[config.mk]
export PLATFORM = sky130hd
export DESIGN_NAME = rms_mean
export DESIGN_NICKNAME = d
export VERILOG_FILES = /design/src/design/rms_pkg.sv /design/src/design/rms_mean.sv
export SDC_FILE = /design/constraint.sdc
export NUM_CORES = 2
export LEC_CHECK = 0
export BUFFER_PORTS_ARGS = -buffer_cell sky130_fd_sc_hd__buf_2
export CAP_MARGIN = 20
export CORE_ASPECT_RATIO = 1.1
export CORE_MARGIN = 2
export CORE_UTILIZATION = 30
export DETAILED_ROUTE_END_ITERATION = 8
export PLACE_DENSITY = 0.49
export SYNTH_ARGS = -nofsm -noshare
export SYNTH_HDL_FRONTEND = slang
export SYNTH_SLANG_ARGS = --single-unit
export TNS_END_PERCENT = 50
[constraint.sdc]
create_clock -name clk -period 10.6 [get_ports clk]
set_clock_uncertainty 0.15 [all_clocks]
set_input_delay 1.06 -clock clk [delete_from_list [all_inputs] [get_ports clk]]
set_output_delay 1.06 -clock clk [all_outputs]
set_load 0.03 [all_outputs]
[src/design/rms_pkg.sv]
// Shared types, constants and the reciprocal table for the repeat mean/deviation block.
`timescale 1ns / 1ps
package rms_pkg;

  localparam int MAX_REPEATS = 8;
  localparam int SAMPLE_BITS = 24;

  localparam int FIELD_W     = 24;
  localparam int LANES       = 8;
  localparam int CNT_W       = 4;
  localparam int ADDR_W      = 3;
  localparam int DATA_W      = 32;
  localparam int RECIP_SHIFT = 32;
  localparam int RECIP_W     = RECIP_SHIFT + 1;
  localparam int VAR_W       = 2 * FIELD_W + 3;

  localparam logic [CNT_W-1:0] RESET_COUNT = 4'd3;

  // word index of each register (paddr[2])
  localparam logic REG_REPEAT_COUNT = 1'b0;

  typedef struct packed {
    logic [FIELD_W-1:0] wavelength;
    logic [FIELD_W-1:0] sample_0;
    logic [FIELD_W-1:0] sample_1;
    logic [FIELD_W-1:0] sample_2;
    logic [FIELD_W-1:0] sample_3;
    logic [FIELD_W-1:0] sample_4;
    logic [FIELD_W-1:0] sample_5;
    logic [FIELD_W-1:0] sample_6;
    logic [FIELD_W-1:0] sample_7;
  } in_item_t;

  typedef struct packed {
    logic [FIELD_W-1:0] point_wavelength;
    logic [FIELD_W-1:0] mean_value;
    logic [FIELD_W-1:0] std_dev;
  } out_item_t;

  typedef struct packed {
    logic [CNT_W-1:0]   n;
    logic [RECIP_W-1:0] recip;
  } cnt_t;

  typedef struct packed {
    logic [FIELD_W-1:0]            wavelength;
    logic [LANES-1:0][FIELD_W-1:0] smp;
    logic [FIELD_W-1:0]            mean;
  } mean_item_t;

  typedef struct packed {
    logic [FIELD_W-1:0] wavelength;
    logic [FIELD_W-1:0] mean;
    logic [VAR_W-1:0]   variance;
  } var_item_t;

  // ceil(2^32 / n): floor(x * recip >> 32) is exact for x below 2^29
  function automatic logic [RECIP_W-1:0] recip(input logic [CNT_W-1:0] n);
    logic [RECIP_W-1:0] r;
    case (n)
      4'd1:    r = 33'h1_0000_0000;
      4'd2:    r = 33'h0_8000_0000;
      4'd3:    r = 33'h0_5555_5556;
      4'd4:    r = 33'h0_4000_0000;
      4'd5:    r = 33'h0_3333_3334;
      4'd6:    r = 33'h0_2AAA_AAAB;
      4'd7:    r = 33'h0_2492_4925;
      4'd8:    r = 33'h0_2000_0000;
      default: r = 33'h1_0000_0000;
    endcase
    return r;
  endfunction

endpackage

[src/design/rms_mean.sv]
// Mean pipeline: sample select, sum, reciprocal multiply (three stages).
`timescale 1ns / 1ps
module rms_mean #(
  parameter int MAX_REPEATS = rms_pkg::MAX_REPEATS,
  parameter int SAMPLE_BITS = rms_pkg::SAMPLE_BITS
) (
  input  logic                clk,
  input  logic                rst,
  input  rms_pkg::cnt_t       cnt,
  input  logic                up_valid,
  output logic                up_ready,
  input  rms_pkg::in_item_t   up_data,
  output logic                dn_valid,
  input  logic                dn_ready,
  output rms_pkg::mean_item_t dn_data
);

  localparam int FW    = rms_pkg::FIELD_W;
  localparam int LANES = rms_pkg::LANES;
  localparam int SW    = (SAMPLE_BITS < FW) ? SAMPLE_BITS : FW;
  localparam int SUMW  = SW + $clog2(MAX_REPEATS);
  localparam int PW    = SUMW + rms_pkg::RECIP_W;

  logic [LANES-1:0][FW-1:0] lane;
  logic [LANES-1:0][SW-1:0] smp_c;
  logic [SUMW-1:0]          sum_c;

  logic v1, v2, v3;
  logic en1, en2, en3;
  logic [FW-1:0]            wl1, wl2, wl3;
  logic [LANES-1:0][SW-1:0] smp1, smp2, smp3;
  logic [SUMW-1:0]          sum2;
  logic [PW-1:0]            prod3;

  assign lane[0] = up_data.sample_0;
  assign lane[1] = up_data.sample_1;
  assign lane[2] = up_data.sample_2;
  assign lane[3] = up_data.sample_3;
  assign lane[4] = up_data.sample_4;
  assign lane[5] = up_data.sample_5;
  assign lane[6] = up_data.sample_6;
  assign lane[7] = up_data.sample_7;

  always_comb begin
    for (int k = 0; k < LANES; k++) begin
      smp_c[k] = (rms_pkg::CNT_W'(k) < cnt.n) ? lane[k][SW-1:0] : '0;
    end
  end

  always_comb begin
    sum_c = '0;
    for (int k = 0; k < LANES; k++) begin
      sum_c = sum_c + SUMW'(smp1[k]);
    end
  end

  assign en3      = !v3 || dn_ready;
  assign en2      = !v2 || en3;
  assign en1      = !v1 || en2;
  assign up_ready = en1;

  always_ff @(posedge clk) begin
    if (rst) begin
      v1 <= 1'b0;
      v2 <= 1'b0;
      v3 <= 1'b0;
    end else begin
      if (en1) v1 <= up_valid;
      if (en2) v2 <= v1;
      if (en3) v3 <= v2;
    end
  end

  always_ff @(posedge clk) begin
    if (en1) begin
      wl1  <= up_data.wavelength;
      smp1 <= smp_c;
    end
    if (en2) begin
      wl2  <= wl1;
      smp2 <= smp1;
      sum2 <= sum_c;
    end
    if (en3) begin
      wl3   <= wl2;
      smp3  <= smp2;
      prod3 <= PW'(sum2) * PW'(cnt.recip);
    end
  end

  assign dn_valid = v3;

  always_comb begin
    dn_data.wavelength = wl3;
    for (int k = 0; k < LANES; k++) begin
      dn_data.smp[k] = FW'(smp3[k]);
    end
    dn_data.mean = FW'(prod3 >> rms_pkg::RECIP_SHIFT);
  end

endmodule

==> summary.txt <==
Floorplan
  – Die H: 447.7 um
  – Die ar.: 182400 um^2
  – I/O pins: 499
  – Site Rows: 162
  – Initial Utilization: 0.3024
  – Core area: 177600 um^2
  – Die width: 407.4 um

Global routing
  – Initial antenna violation count: 53
  – Met2 usage: 0.3015
  – Busiest grt layer: met2
  – Global route overflow: 0
  – First-pass GRT wire length: 227300 um
  – Vias in the first global route: 35510
  – Overall routing resource usage: 0.1683
  – Largest net degree at the start of global routing: 148
  – Met3 usage: 0.04887
  – GR Util met1: 0.1917

STA
  – Unrepaired setup endpoints after global routing: no
  – Setup slack after layout: 2002 ps
  – Final Setup Violations: 0
  – Final worst-path cycle share: 0.8112
  – Hold slack final: 252.2 ps
  – Period minus WS final: 8598 ps
  – Worst slew pin tran: 1041 ps
  – Slew headroom: 0.3063
  – Fmax: 116.3 MHz
  – Final hold vios: 0
  – Max-slew violations: 0
  – Total Neg Setup Slack: 0 ps

Layout
  – Commonest non-fill, non-tap cell in the layout: inv_1
  – Syn-to-layout area delta: 14.43%
  – Nets: 6236
  – Share of cells above drive strength 1: 0.1415
  – Most frequent cells in the layout: inv_1, fa_1, edfxtp_1

Synthesis
  – Largest area contributor in the synthesized netlist: edfxtp_1
  – Seq/Total Area, Yosys: 0.3920
  – Synthesized area per cell: 12.11 um^2
  – Post-synth top area share: 0.3909
  – Syn nets: 5798
  – Fraction of registers with async set/reset: 0
  – Synthesized cell area: 53700 um^2
  – Ranking of synthesized cells by area: edfxtp_1, fa_1, inv_1, ha_1, and2_1
  – Synth Register Bits: 702
  – Cells after Synth: 4434
  – Ys Warns: 0
  – Post-synthesis cell type count: 61
  – Ys flop type: edfxtp_1
  – Post-synth EDFFs: 699

Clocking
  – CTS buffer count: 70
  – Root Buffer: clkbuf_16
  – Clock-pin slew on the worst setup and hold paths: 70 ps
  – Skew-Pair Late Insertion Delay: 660 ps
  – Cts repair resizes: 0
  – Clock Sinks: 702
  – CTS max path bufs: 3
  – CTS Hold Buffers Added: 0
  – Post-CTS setup buffers: 0
  – H-tree Lvls: 3
  – CTS tree: yes

Critical path
  – CP Data Arrival Time: 8920 ps
  – Critical Path RT: 10920 ps
  – Worst setup SP type: flip-flop
  – Crit Path Class: flip-flop to flip-flop
  – Critical path peak fanout: 19
  – Endpoint class of the critical path: flip-flop

Drt
  – DR iter-0 viols: 1775
  – Via Count: 31900
  – ANT nets after route: 0
  – Drt total wl: 151000 um
  – DRC violations left: 0
  – DR vias/cell: 4.357
  – DR WL/cell: 20.62 um
  – Drt pass-1 iters: 5

Placement
  – Hpwl dp: 114300 um
  – Pre-CTS WS: 1614 ps
  – Port-buffer cells: 498
  – GP Congestion: 0.8151

Worst hold path
  – Hold Path Class: flip-flop to flip-flop

Flow run
  – MaxCap Viol Count: 0

Status
  – Status: finished, final reports clean
==> synthesized netlist by cell type, drive strengths merged, types with 10 or more instances <==
cell,count
a21o,16
a21oi,38
and2,364
and3,10
clkbuf,186
edfxtp,699
fa,911
ha,196
inv,1066
nand2,595
nand3,12
nor2,30
nor2b,148
nor3,15
o21ai,21
xnor2,37
xor2,11
==> logic make-up (layout without fill, tap and decap cells) <==
logic type,after synthesis,after routing,share of synthesized area
xor+xnor,48,48,0.007828
other cells,0,16,0
buf+inv,1253,1746,0.08758
simple gates,1195,1195,0.1101
fa+ha+maj,1107,1107,0.3853
compound gates,129,129,0.01724
flops,702,702,0.3920
==> per-stage QoR <==
step                cells  utilization  instance area (um^2)
global route         7310       0.3459                 61420
CTS                  7305       0.3459                 61410
detailed placement   7178       0.3322                 58990
finish               7321       0.3461                 61450
global placement     7177       0.3321                 58970
floorplan            4434            -                 53700
==> per-layer routing <==
layer	vias to the layer above	part of all wire	wire length (um)
li1	14180	-	-
met1	16490	0.38	56650
met2	895	0.51	77420
met3	284	0.077	11580
met4	42	0.033	5051
met5	-	0.0018	276
==> final timing paths <==
path                  startpoint                endpoint  slack [ps]  cells after the start
min reg2reg  smp2[166]$_DFFE_PP_  dn_data[190]$_DFFE_PP_         250                      0
min          smp2[166]$_DFFE_PP_  dn_data[190]$_DFFE_PP_         250                      0
max reg2reg    sum2[4]$_DFFE_PP_     prod3[46]$_DFFE_PP_        2000                     24
max            sum2[4]$_DFFE_PP_     prod3[46]$_DFFE_PP_        2000                     24
==> state kept, by name (all words and copies together), names as in the netlist <==
register and cells:
dn_data 192, smp1 192, smp2 192, sum2 27, prod3 24, wl1 24, wl2 24, wl3 24
dn_valid 1, v1 1, v2 1
==> worst max-delay path: stages (launching register included) <==
cell,delay [ps]
edfxtp_1,1000
buf_4,420
nand2_1,120
fa_1,540
inv_1,60
fa_1,530
inv_1,60
fa_1,450
fa_1,550
inv_1,50
fa_1,480
fa_1,490
inv_1,50
fa_1,480
inv_1,50
ha_1,300
nand4_1,140
nor3_2,350
nand3_1,140
o22ai_2,260
o21ai_2,270
o31ai_1,760
a31oi_1,290
o21bai_1,220
xor2_1,200
==> layout make-up <==
cell class / instances / area [um^2]
Antenna cell: 16 / 40.04
Fill cell: 17860 / 116100
Clock buffer: 77 / 1799
Inverter: 1066 / 4016
Sequential cell: 702 / 21050
Clock inverter: 50 / 618.1
Tap cell: 2378 / 2975
Multi-Input combinational cell: 2479 / 28010
Timing Repair Buffer: 553 / 2938
Power is left out: the tool's default activity adds up to more than one toggle a clock period on the data nets, which glitch-free logic cannot reach.
