**config.mk**
```make
export PLATFORM = sky130hd
export DESIGN_NAME = rms_sqrt
export DESIGN_NICKNAME = d
export VERILOG_FILES = /design/src/design/rms_pkg.sv /design/src/design/rms_sqrt.sv
export SDC_FILE = /design/constraint.sdc
export NUM_CORES = 2
export LEC_CHECK = 0
export BUFFER_PORTS_ARGS = -buffer_cell sky130_fd_sc_hd__buf_2
export CAP_MARGIN = 30
export CORE_ASPECT_RATIO = 0.75
export CORE_UTILIZATION = 30
export DETAILED_ROUTE_END_ITERATION = 7
export HOLD_SLACK_MARGIN = 0.08
export PLACE_DENSITY = 0.52
export SKIP_LAST_GASP = 1
export SYNTH_ARGS = -nofsm -noshare
export SYNTH_HDL_FRONTEND = slang
export SYNTH_SLANG_ARGS = --single-unit
```
**constraint.sdc**
```tcl
create_clock -name clk -period 17.85 [get_ports clk]
set_clock_uncertainty 0.2 [all_clocks]
set_input_delay 1.785 -clock clk [delete_from_list [all_inputs] [get_ports clk]]
set_output_delay 1.785 -clock clk [all_outputs]
set_load 0.02 [all_outputs]
```
**src/design/rms_pkg.sv**
```systemverilog
// Shared types, constants and the reciprocal table for the repeat mean/deviation block.
`timescale 1ns / 1ps
package rms_pkg;

  localparam int MAX_REPEATS = 8;
  localparam int SAMPLE_BITS = 24;

  localparam int FIELD_W     = 24;
  localparam int LANES       = 8;
  localparam int CNT_W       = 4;
  localparam int ADDR_W      = 3;
  localparam int DATA_W      = 32;
  localparam int RECIP_SHIFT = 32;
  localparam int RECIP_W     = RECIP_SHIFT + 1;
  localparam int VAR_W       = 2 * FIELD_W + 3;

  localparam logic [CNT_W-1:0] RESET_COUNT = 4'd3;

  // word index of each register (paddr[2])
  localparam logic REG_REPEAT_COUNT = 1'b0;

  typedef struct packed {
    logic [FIELD_W-1:0] wavelength;
    logic [FIELD_W-1:0] sample_0;
    logic [FIELD_W-1:0] sample_1;
    logic [FIELD_W-1:0] sample_2;
    logic [FIELD_W-1:0] sample_3;
    logic [FIELD_W-1:0] sample_4;
    logic [FIELD_W-1:0] sample_5;
    logic [FIELD_W-1:0] sample_6;
    logic [FIELD_W-1:0] sample_7;
  } in_item_t;

  typedef struct packed {
    logic [FIELD_W-1:0] point_wavelength;
    logic [FIELD_W-1:0] mean_value;
    logic [FIELD_W-1:0] std_dev;
  } out_item_t;

  typedef struct packed {
    logic [CNT_W-1:0]   n;
    logic [RECIP_W-1:0] recip;
  } cnt_t;

  typedef struct packed {
    logic [FIELD_W-1:0]            wavelength;
    logic [LANES-1:0][FIELD_W-1:0] smp;
    logic [FIELD_W-1:0]            mean;
  } mean_item_t;

  typedef struct packed {
    logic [FIELD_W-1:0] wavelength;
    logic [FIELD_W-1:0] mean;
    logic [VAR_W-1:0]   variance;
  } var_item_t;

  // ceil(2^32 / n): floor(x * recip >> 32) is exact for x below 2^29
  function automatic logic [RECIP_W-1:0] recip(input logic [CNT_W-1:0] n);
    logic [RECIP_W-1:0] r;
    case (n)
      4'd1:    r = 33'h1_0000_0000;
      4'd2:    r = 33'h0_8000_0000;
      4'd3:    r = 33'h0_5555_5556;
      4'd4:    r = 33'h0_4000_0000;
      4'd5:    r = 33'h0_3333_3334;
      4'd6:    r = 33'h0_2AAA_AAAB;
      4'd7:    r = 33'h0_2492_4925;
      4'd8:    r = 33'h0_2000_0000;
      default: r = 33'h1_0000_0000;
    endcase
    return r;
  endfunction

endpackage

```
**src/design/rms_sqrt.sv**
```systemverilog
// Pipelined integer square root, one result bit per stage.
`timescale 1ns / 1ps
module rms_sqrt #(
  parameter int MAX_REPEATS = rms_pkg::MAX_REPEATS,
  parameter int SAMPLE_BITS = rms_pkg::SAMPLE_BITS
) (
  input  logic               clk,
  input  logic               rst,
  input  logic               up_valid,
  output logic               up_ready,
  input  rms_pkg::var_item_t up_data,
  output logic               dn_valid,
  input  logic               dn_ready,
  output rms_pkg::out_item_t dn_data
);

  localparam int FW   = rms_pkg::FIELD_W;
  localparam int SW   = (SAMPLE_BITS < FW) ? SAMPLE_BITS : FW;
  localparam int VW   = 2 * SW + $clog2(MAX_REPEATS);
  localparam int RW   = (VW + 1) / 2;
  localparam int RADW = 2 * RW;
  localparam int REMW = RW + 2;

  logic [RW-1:0] v;
  logic [RW-1:0] en;
  logic [RW-1:0] src_v;

  logic [RW-1:0]   q       [RW];
  logic [REMW-1:0] rem     [RW];
  logic [RADW-1:0] rad     [RW];
  logic [FW-1:0]   wl      [RW];
  logic [FW-1:0]   mn      [RW];

  logic [RW-1:0]   src_q   [RW];
  logic [REMW-1:0] src_rem [RW];
  logic [RADW-1:0] src_rad [RW];
  logic [FW-1:0]   src_wl  [RW];
  logic [FW-1:0]   src_mn  [RW];

  logic [RW-1:0]   nq      [RW];
  logic [REMW-1:0] nrem    [RW];
  logic [RADW-1:0] nrad    [RW];
  logic [REMW-1:0] r2      [RW];
  logic [REMW-1:0] trial   [RW];

  assign src_v[0]   = up_valid;
  assign src_q[0]   = '0;
  assign src_rem[0] = '0;
  assign src_rad[0] = RADW'(up_data.variance[VW-1:0]);
  assign src_wl[0]  = up_data.wavelength;
  assign src_mn[0]  = up_data.mean;

  for (genvar i = 1; i < RW; i++) begin : g_src
    assign src_v[i]   = v[i-1];
    assign src_q[i]   = q[i-1];
    assign src_rem[i] = rem[i-1];
    assign src_rad[i] = rad[i-1];
    assign src_wl[i]  = wl[i-1];
    assign src_mn[i]  = mn[i-1];
  end

  assign en[RW-1] = !v[RW-1] || dn_ready;
  for (genvar i = 0; i < RW - 1; i++) begin : g_en
    assign en[i] = !v[i] || en[i+1];
  end
  assign up_ready = en[0];

  always_comb begin
    for (int i = 0; i < RW; i++) begin
      r2[i]    = {src_rem[i][REMW-3:0], src_rad[i][RADW-1 -: 2]};
      trial[i] = {src_q[i], 2'b01};
      if (r2[i] >= trial[i]) begin
        nrem[i] = r2[i] - trial[i];
        nq[i]   = {src_q[i][RW-2:0], 1'b1};
      end else begin
        nrem[i] = r2[i];
        nq[i]   = {src_q[i][RW-2:0], 1'b0};
      end
      nrad[i] = src_rad[i] << 2;
    end
  end

  always_ff @(posedge clk) begin
    if (rst) begin
      v <= '0;
    end else begin
      for (int i = 0; i < RW; i++) begin
        if (en[i]) v[i] <= src_v[i];
      end
    end
  end

  always_ff @(posedge clk) begin
    for (int i = 0; i < RW; i++) begin
      if (en[i]) begin
        q[i]   <= nq[i];
        rem[i] <= nrem[i];
        rad[i] <= nrad[i];
        wl[i]  <= src_wl[i];
        mn[i]  <= src_mn[i];
      end
    end
  end

  assign dn_valid                 = v[RW-1];
  assign dn_data.point_wavelength = wl[RW-1];
  assign dn_data.mean_value       = mn[RW-1];
  assign dn_data.std_dev          = FW'(q[RW-1]);

endmodule

```
==> summary.md <==
| Metric | Value |
|---|---|
| Total die area | 0.377 mm2 |
| Reg2reg end | rad[0][58] |
| VDD IR max | 97.9 uV |
| Critical Path AT | 6.84 ns |
| Syn_nets | 7,442 |
| Top cell family by delay on the critical path | simple AND/OR/NAND/NOR gates |
| Max-Cap Viols | 0 |
| Final hold slack | 0.164 ns |
| CP Capture Type | primary output |
| Bufs and invs on worst path | 5 |
| Critical Path Max Stage Delay | 0.67 ns |
| CTS Buf Count | 287 |
| Kind of critical path | input pin to primary output |
| Crit path cell chain | buf_2 > nor2b_1 > inv_2 > nor2_1 > nand2_4 > nor2_1 > inv_4 > nor3_4 > buf_4 > and3_1 > and3_1 > and3_1 > nand3_4 > buf_2 |
| Synth area leaders | edfxtp_1 76%, ha_1 4.2%, xnor2_1 2.0% |
| Fin area | 0.129 mm2 |
| Per-cell routed wire length | 16.2 um |
| Post-synth top area share | 0.764 |
| Max stage delay cell, worst path | and3_1 |
| Max_slew headroom | 0.274 |
| # hold bufs at CTS | 0 |
| Vias in the first global route | 54.3k |
| Htree depth | 5 |
| Worst Setup EP | up_ready |
| Cell taking the most area after synthesis | edfxtp_1 |
| FFs w/ async S/R, synth | 0 |
| DRT Wirelength | 203,000 um |
| Initial DRC Count | 4,376 |
| Reg2reg start | v[25] |
| Initial Utilization | 0.301 |
| Share of cells above drive strength 1 | 0.102 |
| Utilization after layout | 0.346 |
| Gr usage total | 0.105 |
| Cell mode on critical path | and3_1 |
| Most instantiated cells after synthesis | 2,857 x edfxtp_1, 477 x inv_1, 405 x nand2_1, 377 x ha_1, 356 x nor2_1 |
| Via-to-Cell Ratio | 4.38 |
| Root Buffer | clkbuf_16 |
| First-pass GRT wire length | 317,000 um |
| CP Max Fanout | 49 |
| Later-pin clock latency in the skew report | 0.87 ns |
| CP Launch Point | dn_ready |
| Area growth from synthesis to layout | 14.8% |
| Initial antenna violation count | 23 |
| DR pass1 iterations | 8 |
| DP HPWL | 146,000 um |
| Startpoint Class | input pin |
| Pwr Total | 0.0164 W |
| RSZ-0062 raised after global routing | no |
| Status | finished with violations |
| Reg clk slew, reported paths | 0.06 ns |
| DP Area | 0.120 mm2 |
| Register area share after synthesis | 0.769 |
| Boundary Pins | 177 |
| Die width | 708 um |
| Period minus WS final | 8.82 ns |
| Largest net degree at the start of global routing | 97 |
| Slack of the worst reg-to-reg path | 11.67 ns |
| Primary FF master, synth | edfxtp_1 |
| Leakage Power | 49.3 nW |
| Post-CTS resize count | 0 |
| Cells after synthesis | 6,962 |
| Power per cell area | 127 mW/mm2 |
| Post-DRT Antenna Nets | 0 |
| #FFs+latches synth | 2,883 |
| GPL Wtd Cong | 0.867 |
| Gr ovfl total | 0 |
| Fmax | 113 MHz |
| Reg2reg path depth | 13 |
| Layout Nets | 7,844 |
| Drc violations | 64 |
| Total Neg Setup Slack | 0 ns |
| Slew @ Worst Pin | 1.08 ns |
| Min-Delay Path Class | register to register |
| Period utilization | 0.494 |
| Post-CTS setup buffer count | 0 |
| Syn Area/Cell | 16.1 um2 |
| Core box area | 0.372 mm2 |
| Synth Warn # | 0 |
| Post-synth EDFFs | 2,857 |
| Count of different cell masters after synthesis | 80 |
| Die Y | 532 um |
| Setup violations, final | 0 |
| Critical Path Stages | 14 |
| Routed vias | 55.1k |
| Input/output buffers | 176 |
| Failing checks | DRC |
| Core Rows | 194 |
| Slew Limit Fails | 0 |
| Clk sinks | 2,883 |
| Cell area after synthesis | 0.112 mm2 |
| Clock tree buffer depth | 4 |
| Required @ worst endpoint | 15.86 ns |
| CTS tree | done |
| Count leader, synth | edfxtp_1 |
| Final Hold Vio Count | 0 |
## logic make-up (layout without fill, tap and decap cells)
family / after synthesis / count (layout) / synth area share
xor gates and xnor gates: 490 / 490 / 0.0382
adders and majority gates: 377 / 377 / 0.0420
DFF: 2883 / 2883 / 0.769
other: 1 / 3 / 0.0000334
and+or+nand+nor: 1456 / 1456 / 0.0639
muxes: 61 / 61 / 0.00609
buffers and inverters: 595 / 1219 / 0.0207
AOI/OAI and AO/OA: 1099 / 1099 / 0.0601
## per-layer routing
| layer | part of all wire | wire, um | track usage | vias up |
|---|---|---|---|---|
| li1 | - | - | - | 27006 |
| met1 | 0.54 | 111000 | 0.170 | 26423 |
| met2 | 0.38 | 76300 | 0.139 | 1312 |
| met3 | 0.059 | 12000 | 0.0234 | 340 |
| met4 | 0.022 | 4460 | 0.0268 | 0 |
| met5 | 0 | 0 | 0 | - |
## power by group
part	internal [W]	switching (W)	total, W	leakage (nW)
Clock	0.00343	0.00250	0.00593	4.49
Sequential	0.00833	0.000498	0.00883	29.6
Combinational	0.000722	0.000930	0.00165	15.2
Total	0.0125	0.00393	0.0164	49.3
## worst min-delay path by stage
stage / start / to / slack (ns) / depth (start not counted)
after floorplan: mn[0][76] / mn[0][100] / 0.20 / 0
after global placement: rad[0][84] / rad[0][136] / 0.20 / 0
after detailed placement: mn[0][90] / mn[0][114] / 0.20 / 0
after CTS: mn[1][41] / mn[1][65] / 0.16 / 0
after global routing: mn[1][41] / mn[1][65] / 0.17 / 0
final: mn[1][107] / mn[1][131] / 0.16 / 0
## flip-flops by register name (all words and copies together) (netlist names)
name	flops
v	26
rad	650
mn	624
wl	624
rem	610
q	349
## cell usage in the layout (no fill, tap or decap), types with 52 or more instances in the layout
master	instances
a21o_1	98
a21oi_1	331
buf_2	177
clkbuf_1	57
clkbuf_16	289
edfxtp_1	2857
ha_1	377
inv_1	468
mux2_2	58
nand2_1	395
nand2b_1	85
nand3_1	76
nand4_1	63
nor2_1	356
nor2b_1	54
nor3_1	140
nor4_1	53
o21a_1	68
o21ai_0	315
o31ai_1	53
or3_1	52
xnor2_1	251
xor2_1	239
## final cells by class
type                            instances  area (um2)
Inverter                              478        1810
Clock buffer                          352        7530
Antenna cell                            2        5.00
Sequential cell                      2883       86300
Multi-Input combinational cell       3484       23800
Tap cell                             4998        6250
Clock inverter                        159        1720
Timing Repair Buffer                  230        1420
Fill cell                           35130      244000
## through the flow
| stage | setup slack (ns) | std cells |
|---|---|---|
| finish | 9.03 | 12586 |
| global route | 8.58 | 12585 |
| CTS | 8.91 | 12581 |
| detailed placement | 8.93 | 12070 |
| global placement | 8.89 | 12065 |
| floorplan | 4.02 | 6962 |
No activity file was read; power rests on OpenSTA's default activity.
