### config.mk
export PLATFORM = sky130hd
export DESIGN_NAME = rms_cfg
export DESIGN_NICKNAME = d
export VERILOG_FILES = /design/src/design/rms_pkg.sv /design/src/design/rms_cfg.sv
export SDC_FILE = /design/constraint.sdc
export NUM_CORES = 1
export LEC_CHECK = 0
export BUFFER_PORTS_ARGS = -buffer_cell sky130_fd_sc_hd__buf_2
export CAP_MARGIN = 20
export CORE_UTILIZATION = 38
export DETAILED_ROUTE_END_ITERATION = 8
export MAX_ROUTING_LAYER = met4
export PLACE_DENSITY_LB_ADDON = 0.3
export SLEW_MARGIN = 20
export SYNTH_ARGS = -nofsm -noshare
export SYNTH_HDL_FRONTEND = slang
export SYNTH_SLANG_ARGS = --single-unit
### constraint.sdc
create_clock -name clk -period 2.2 [get_ports clk]
set_clock_uncertainty 0.2 [all_clocks]
set_input_delay 0.22 -clock clk [delete_from_list [all_inputs] [get_ports clk]]
set_output_delay 0.22 -clock clk [all_outputs]
set_load 0.005 [all_outputs]
### src/design/rms_pkg.sv
// Shared types, constants and the reciprocal table for the repeat mean/deviation block.
`timescale 1ns / 1ps
package rms_pkg;

  localparam int MAX_REPEATS = 8;
  localparam int SAMPLE_BITS = 24;

  localparam int FIELD_W     = 24;
  localparam int LANES       = 8;
  localparam int CNT_W       = 4;
  localparam int ADDR_W      = 3;
  localparam int DATA_W      = 32;
  localparam int RECIP_SHIFT = 32;
  localparam int RECIP_W     = RECIP_SHIFT + 1;
  localparam int VAR_W       = 2 * FIELD_W + 3;

  localparam logic [CNT_W-1:0] RESET_COUNT = 4'd3;

  // word index of each register (paddr[2])
  localparam logic REG_REPEAT_COUNT = 1'b0;

  typedef struct packed {
    logic [FIELD_W-1:0] wavelength;
    logic [FIELD_W-1:0] sample_0;
    logic [FIELD_W-1:0] sample_1;
    logic [FIELD_W-1:0] sample_2;
    logic [FIELD_W-1:0] sample_3;
    logic [FIELD_W-1:0] sample_4;
    logic [FIELD_W-1:0] sample_5;
    logic [FIELD_W-1:0] sample_6;
    logic [FIELD_W-1:0] sample_7;
  } in_item_t;

  typedef struct packed {
    logic [FIELD_W-1:0] point_wavelength;
    logic [FIELD_W-1:0] mean_value;
    logic [FIELD_W-1:0] std_dev;
  } out_item_t;

  typedef struct packed {
    logic [CNT_W-1:0]   n;
    logic [RECIP_W-1:0] recip;
  } cnt_t;

  typedef struct packed {
    logic [FIELD_W-1:0]            wavelength;
    logic [LANES-1:0][FIELD_W-1:0] smp;
    logic [FIELD_W-1:0]            mean;
  } mean_item_t;

  typedef struct packed {
    logic [FIELD_W-1:0] wavelength;
    logic [FIELD_W-1:0] mean;
    logic [VAR_W-1:0]   variance;
  } var_item_t;

  // ceil(2^32 / n): floor(x * recip >> 32) is exact for x below 2^29
  function automatic logic [RECIP_W-1:0] recip(input logic [CNT_W-1:0] n);
    logic [RECIP_W-1:0] r;
    case (n)
      4'd1:    r = 33'h1_0000_0000;
      4'd2:    r = 33'h0_8000_0000;
      4'd3:    r = 33'h0_5555_5556;
      4'd4:    r = 33'h0_4000_0000;
      4'd5:    r = 33'h0_3333_3334;
      4'd6:    r = 33'h0_2AAA_AAAB;
      4'd7:    r = 33'h0_2492_4925;
      4'd8:    r = 33'h0_2000_0000;
      default: r = 33'h1_0000_0000;
    endcase
    return r;
  endfunction

endpackage

### src/design/rms_cfg.sv
// Configuration register file: repeat count and its clamped count/reciprocal.
`timescale 1ns / 1ps
module rms_cfg #(
  parameter int MAX_REPEATS = rms_pkg::MAX_REPEATS
) (
  input  logic                        clk,
  input  logic                        rst,
  input  logic                        psel,
  input  logic                        penable,
  input  logic                        pwrite,
  input  logic [rms_pkg::ADDR_W-1:0]  paddr,
  input  logic [rms_pkg::DATA_W-1:0]  pwdata,
  output logic [rms_pkg::DATA_W-1:0]  prdata,
  output logic                        pready,
  output rms_pkg::cnt_t               cnt
);

  logic [rms_pkg::CNT_W-1:0] repeat_count;
  logic [rms_pkg::CNT_W-1:0] repeat_count_next;
  logic [rms_pkg::CNT_W-1:0] n_next;
  rms_pkg::cnt_t             cnt_next;
  logic                      wr;

  assign pready = 1'b1;
  assign wr = psel && penable && pwrite && (paddr[2] == rms_pkg::REG_REPEAT_COUNT);

  always_comb begin
    repeat_count_next = wr ? pwdata[rms_pkg::CNT_W-1:0] : repeat_count;
    if (repeat_count_next == '0) begin
      n_next = rms_pkg::CNT_W'(1);
    end else if (repeat_count_next > rms_pkg::CNT_W'(MAX_REPEATS)) begin
      n_next = rms_pkg::CNT_W'(MAX_REPEATS);
    end else begin
      n_next = repeat_count_next;
    end
    cnt_next.n     = n_next;
    cnt_next.recip = rms_pkg::recip(n_next);
  end

  always_ff @(posedge clk) begin
    if (rst) begin
      repeat_count <= rms_pkg::RESET_COUNT;
      cnt.n        <= (rms_pkg::RESET_COUNT > rms_pkg::CNT_W'(MAX_REPEATS)) ?
                      rms_pkg::CNT_W'(MAX_REPEATS) : rms_pkg::RESET_COUNT;
      cnt.recip    <= rms_pkg::recip((rms_pkg::RESET_COUNT > rms_pkg::CNT_W'(MAX_REPEATS)) ?
                      rms_pkg::CNT_W'(MAX_REPEATS) : rms_pkg::RESET_COUNT);
    end else begin
      repeat_count <= repeat_count_next;
      cnt          <= cnt_next;
    end
  end

  assign prdata = (paddr[2] == rms_pkg::REG_REPEAT_COUNT) ?
                  rms_pkg::DATA_W'(repeat_count) : '0;

endmodule

==> impl.org <==
** STA
- RSZ-0062 raised after global routing :: no
- Clock period minus final worst setup slack :: 1.835 ns
- Summed over all failing endpoints, the final setup total negative slack is 0 ns.
- At the pin with the least slew margin, the transition time is 0.5230 ns.
- Based on the critical path, the design can be clocked at up to 544.8 MHz.
- Fin crit share :: 83.43%
- Count of final max-slew check failures :: 0
- Worst relative slew slack :: 64.13%
- Endpoints failing setup :: 0
- The count of endpoints failing hold in the final timing report came to 0.

** GRT
- Vias in the first global route :: 771
- Overflow left after global routing :: 0
- Initial antenna violation count :: 0
- The first global-routing pass estimated 3.491 mm of wire.
- Gr usage total :: 13.30%
- Entering global routing, the biggest net connects 15 pins.

** Layout
- In the final layout, the share of cells above drive strength 1 is 39.46%.
- The number of antenna diodes in the final layout is 0.
- Area occupied by multi-input gates :: 605.6 um2
- Sequential Area :: 400.4 um2
- Filler cell count :: 355
- Number of nets in the final layout :: 229
- Compared with the post-synthesis result, the final layout area differs by 8.349%.
- Final instance count without filler cells :: 231

** Detailed routing
- Number of design rule violations left after detail routing :: 0
- The count of nets left with antenna violations once routing finished came out at 0.
- Overall via count from detail_route :: 994
- For this run, the detailed router's first-pass iteration total came to 4.
- Detail-routed via count per cell :: 4.303
- In the final routing, the length of wire on met1 measures 1.119 mm.
- The first routing iteration left 18 violations.
- Met2 Routed Length :: 985 um
- Routed wire length on met3 :: 163 um
- Per-cell routed wire length :: 9.900 um
- Signal routing reaches up to met4.
- DRT Wirelength :: 2.287 mm

** Power
- Of the total power, the share spent switching nets is 24.87%.
- Internal power contribution :: 0.5256 mW
- Share of power burned in the clock network :: 29.1%
- In this run the power spent charging and discharging nets is 0.1740 mW.
- The share of total power dissipated in combinational logic is 16.7%.
- Static power due to leakage :: 0.7681 nW
- Worst voltage drop across the vdd grid :: 0.0002070 V
- Portion of total power attributed to sequential cells :: 54.3%
- For this design the ratio of total power to cell area is 489.6 nW/um2.

** Synth
- Count of warnings emitted by yosys :: 0
- Area share of the largest cell type after synthesis :: 30.36%
- A synthesized cell averages 8.851 um2.
- Synth Instances :: 149
- For this run, the leading register cell type out of synthesis is sky130_fd_sc_hd__dfxtp_1.
- Yosys top cell by area :: sky130_fd_sc_hd__dfxtp_1
- Sorting the synthesized cells by area gives the leading types as sky130_fd_sc_hd__dfxtp_1 30%, sky130_fd_sc_hd__buf_4 28%, sky130_fd_sc_hd__mux2i_1 5.3%.
- Yosys mapped a number of flops with a built-in enable equal to 0.
- Share of synthesized flip-flops with an asynchronous set or reset :: 0%
- Library cells used by synthesis :: 35
- Flip-flop and latch count after synthesis :: 20
- The mapped netlist covers 1319 um2.
- Of the synthesized area, sequential elements account for 30.36%.

** Floorplan
- Initial core utilization :: 39.52%
- The die is 60.91 um tall.
- DIE AREA :: 3710 um2
- After floorplanning, the core was sized to cover 3337 um2.
- Count of boundary I/O pins :: 110
- The floorplan has 21 rows.
- Measured along the x axis, the die boundary spans 60.91 um.

** Clock tree
- Clock tree from TritonCTS :: done
- Hold Buf Count CTS :: 0
- Clock tree buffer depth :: 2
- Clock-pin slew was measured on the worst setup and hold paths at 0.11 ns.
- Once the clock tree was built, the setup fixing pass inserted 0 buffers.
- The tree is rooted in a sky130_fd_sc_hd__clkbuf_4.
- Clk Latency, worst-skew pair :: 0.29 ns
- CTS buffer count :: 3
- Number of H-tree branching levels :: 1
- The tree built by TritonCTS fans out to 20 sinks.
- The number of gates resized after CTS was 0.

** Placed design
- Global placer's final weighted congestion :: 0.8515
- In this run the tool buffered the top-level ports with 50 buffer cells.
- Including well taps, the total number of placed cells is 227.
- Once detailed placement completed, the half-perimeter wirelength came to 1.758 mm.

** Worst setup path
- Critical path launch point type :: flop
- WP data arrival :: 1.85 ns
- Endpoint required time on the critical path :: 2.22 ns
- Largest fanout on the critical path :: 6
- The critical path in this run is classified as reg -> reg.
- The worst setup path is captured at a flop.

** Hold path
- Worst hold path type :: in -> reg

** Job
- Max-cap violations in this run came to 0.

** Status
- The flow ran to the end, and the final reports show no timing, DRC or antenna violations.
worst paths after layout:
path / start / to / slack, ns / cells after the start
setup / recovery: repeat_count[1] / cnt[25] / 0.36 / 5
hold / removal: pwdata[2] / repeat_count[2] / 0.04 / 3
setup reg to reg: repeat_count[1] / cnt[25] / 0.36 / 5
hold reg to reg: repeat_count[2] / cnt[20] / 0.42 / 3
flip-flops by register name, summed over array words and instances, names as in the netlist:
signal / count
cnt: 17
repeat_count: 3
critical path, stage by stage (launching register included):
cell                      delay (ns)
sky130_fd_sc_hd__dfxtp_1        0.46
sky130_fd_sc_hd__nor2_1         0.11
sky130_fd_sc_hd__or3_4          0.35
sky130_fd_sc_hd__and3_2         0.22
sky130_fd_sc_hd__ha_1           0.26
sky130_fd_sc_hd__nor3_1         0.16
cells in the final DEF, fill, tap and decap left out:
cell / count
sky130_fd_sc_hd__buf_2: 50
sky130_fd_sc_hd__conb_1: 29
sky130_fd_sc_hd__dfxtp_1: 20
sky130_fd_sc_hd__nand2_1: 10
sky130_fd_sc_hd__nor2_1: 8
sky130_fd_sc_hd__nor3_1: 8
sky130_fd_sc_hd__buf_4: 8
sky130_fd_sc_hd__mux2i_1: 7
sky130_fd_sc_hd__inv_1: 5
sky130_fd_sc_hd__and2b_2: 3
sky130_fd_sc_hd__o21ai_0: 3
sky130_fd_sc_hd__ha_1: 3
sky130_fd_sc_hd__clkbuf_4: 3
sky130_fd_sc_hd__nor2b_1: 2
sky130_fd_sc_hd__nor4bb_1: 2
sky130_fd_sc_hd__nand2b_1: 2
sky130_fd_sc_hd__o211ai_1: 2
sky130_fd_sc_hd__or3b_2: 2
sky130_fd_sc_hd__nand3b_1: 2
sky130_fd_sc_hd__nand4b_4: 1
sky130_fd_sc_hd__mux2_2: 1
sky130_fd_sc_hd__and4b_1: 1
sky130_fd_sc_hd__or3_1: 1
sky130_fd_sc_hd__or3_4: 1
sky130_fd_sc_hd__nand3_1: 1
sky130_fd_sc_hd__and3_2: 1
sky130_fd_sc_hd__o2111a_1: 1
sky130_fd_sc_hd__a31o_2: 1
sky130_fd_sc_hd__a2111oi_2: 1
sky130_fd_sc_hd__a31o_1: 1
sky130_fd_sc_hd__a21oi_1: 1
sky130_fd_sc_hd__a221o_1: 1
sky130_fd_sc_hd__a31oi_1: 1
sky130_fd_sc_hd__a21o_1: 1
sky130_fd_sc_hd__clkbuf_8: 1
stage by stage:
step	instance area (um2)	hold slack [ns]	setup WS, ns	util [%]	total power, mW
3_5_place_dp	1393	0.3424	0.1823	41.73	0.5043
3_3_place_gp	1393	0.3430	0.1758	41.73	0.5040
2_1_floorplan	1420	0.08886	0.4144	-	0.5040
4_1_cts	1429	0.02165	0.3619	42.82	0.7096
6_report	1429	0.03626	0.3646	42.82	0.6996
5_1_grt	1429	0.04848	0.2345	42.82	0.7434
layer usage:
metal	global-route usage (%)	vias up
li1	-	492
met1	17.44	440
met2	19.94	58
met3	3.412	4
met4	4.221	0
met5	-	-
Yosys cell counts (2+ instances only):
cell type                  instances
sky130_fd_sc_hd__o211ai_1          2
sky130_fd_sc_hd__inv_1             5
sky130_fd_sc_hd__nand3b_1          2
sky130_fd_sc_hd__nor2b_1           2
sky130_fd_sc_hd__nor2_1            8
sky130_fd_sc_hd__ha_1              3
sky130_fd_sc_hd__dfxtp_1          20
sky130_fd_sc_hd__conb_1            2
sky130_fd_sc_hd__o21ai_0           3
sky130_fd_sc_hd__mux2i_1           7
sky130_fd_sc_hd__nor4bb_1          2
sky130_fd_sc_hd__nor3_1            8
sky130_fd_sc_hd__or3b_2            2
sky130_fd_sc_hd__and2b_2           3
sky130_fd_sc_hd__nand2_1          10
sky130_fd_sc_hd__nand2b_1          2
sky130_fd_sc_hd__buf_4            50
cells by family (layout without fill, tap and decap cells):
logic type                 Yosys count  count (layout)  synth area share (%)
and+or+nand+nor                     45              45                 20.87
muxes                                8               8                 6.167
DFF                                 20              20                 30.36
other                                2              29                0.5695
AOI/OAI and AO/OA                   13              13                 7.779
adders and majority gates            3               3                 2.847
buffers and inverters               58              67                 31.40
power by group through the flow:
stage | Clock [mW] | Combinational (mW) | Sequential (mW)
after CTS | 0.213 | 0.116 | 0.380
after detailed placement | 0 | 0.116 | 0.389
after global routing | 0.226 | 0.135 | 0.382
after floorplan | 0 | 0.113 | 0.391
final | 0.203 | 0.116 | 0.380
after global placement | 0 | 0.116 | 0.388
area by class of cell:
cell class / count / share of cell area, %
Clock buffer: 4 / 2.539
Inverter: 5 / 1.313
Multi-Input combinational cell: 98 / 42.38
Sequential cell: 20 / 28.02
Tap cell: 46 / 4.028
Timing Repair Buffer: 58 / 21.72
Power figures use the tool's default switching activity.
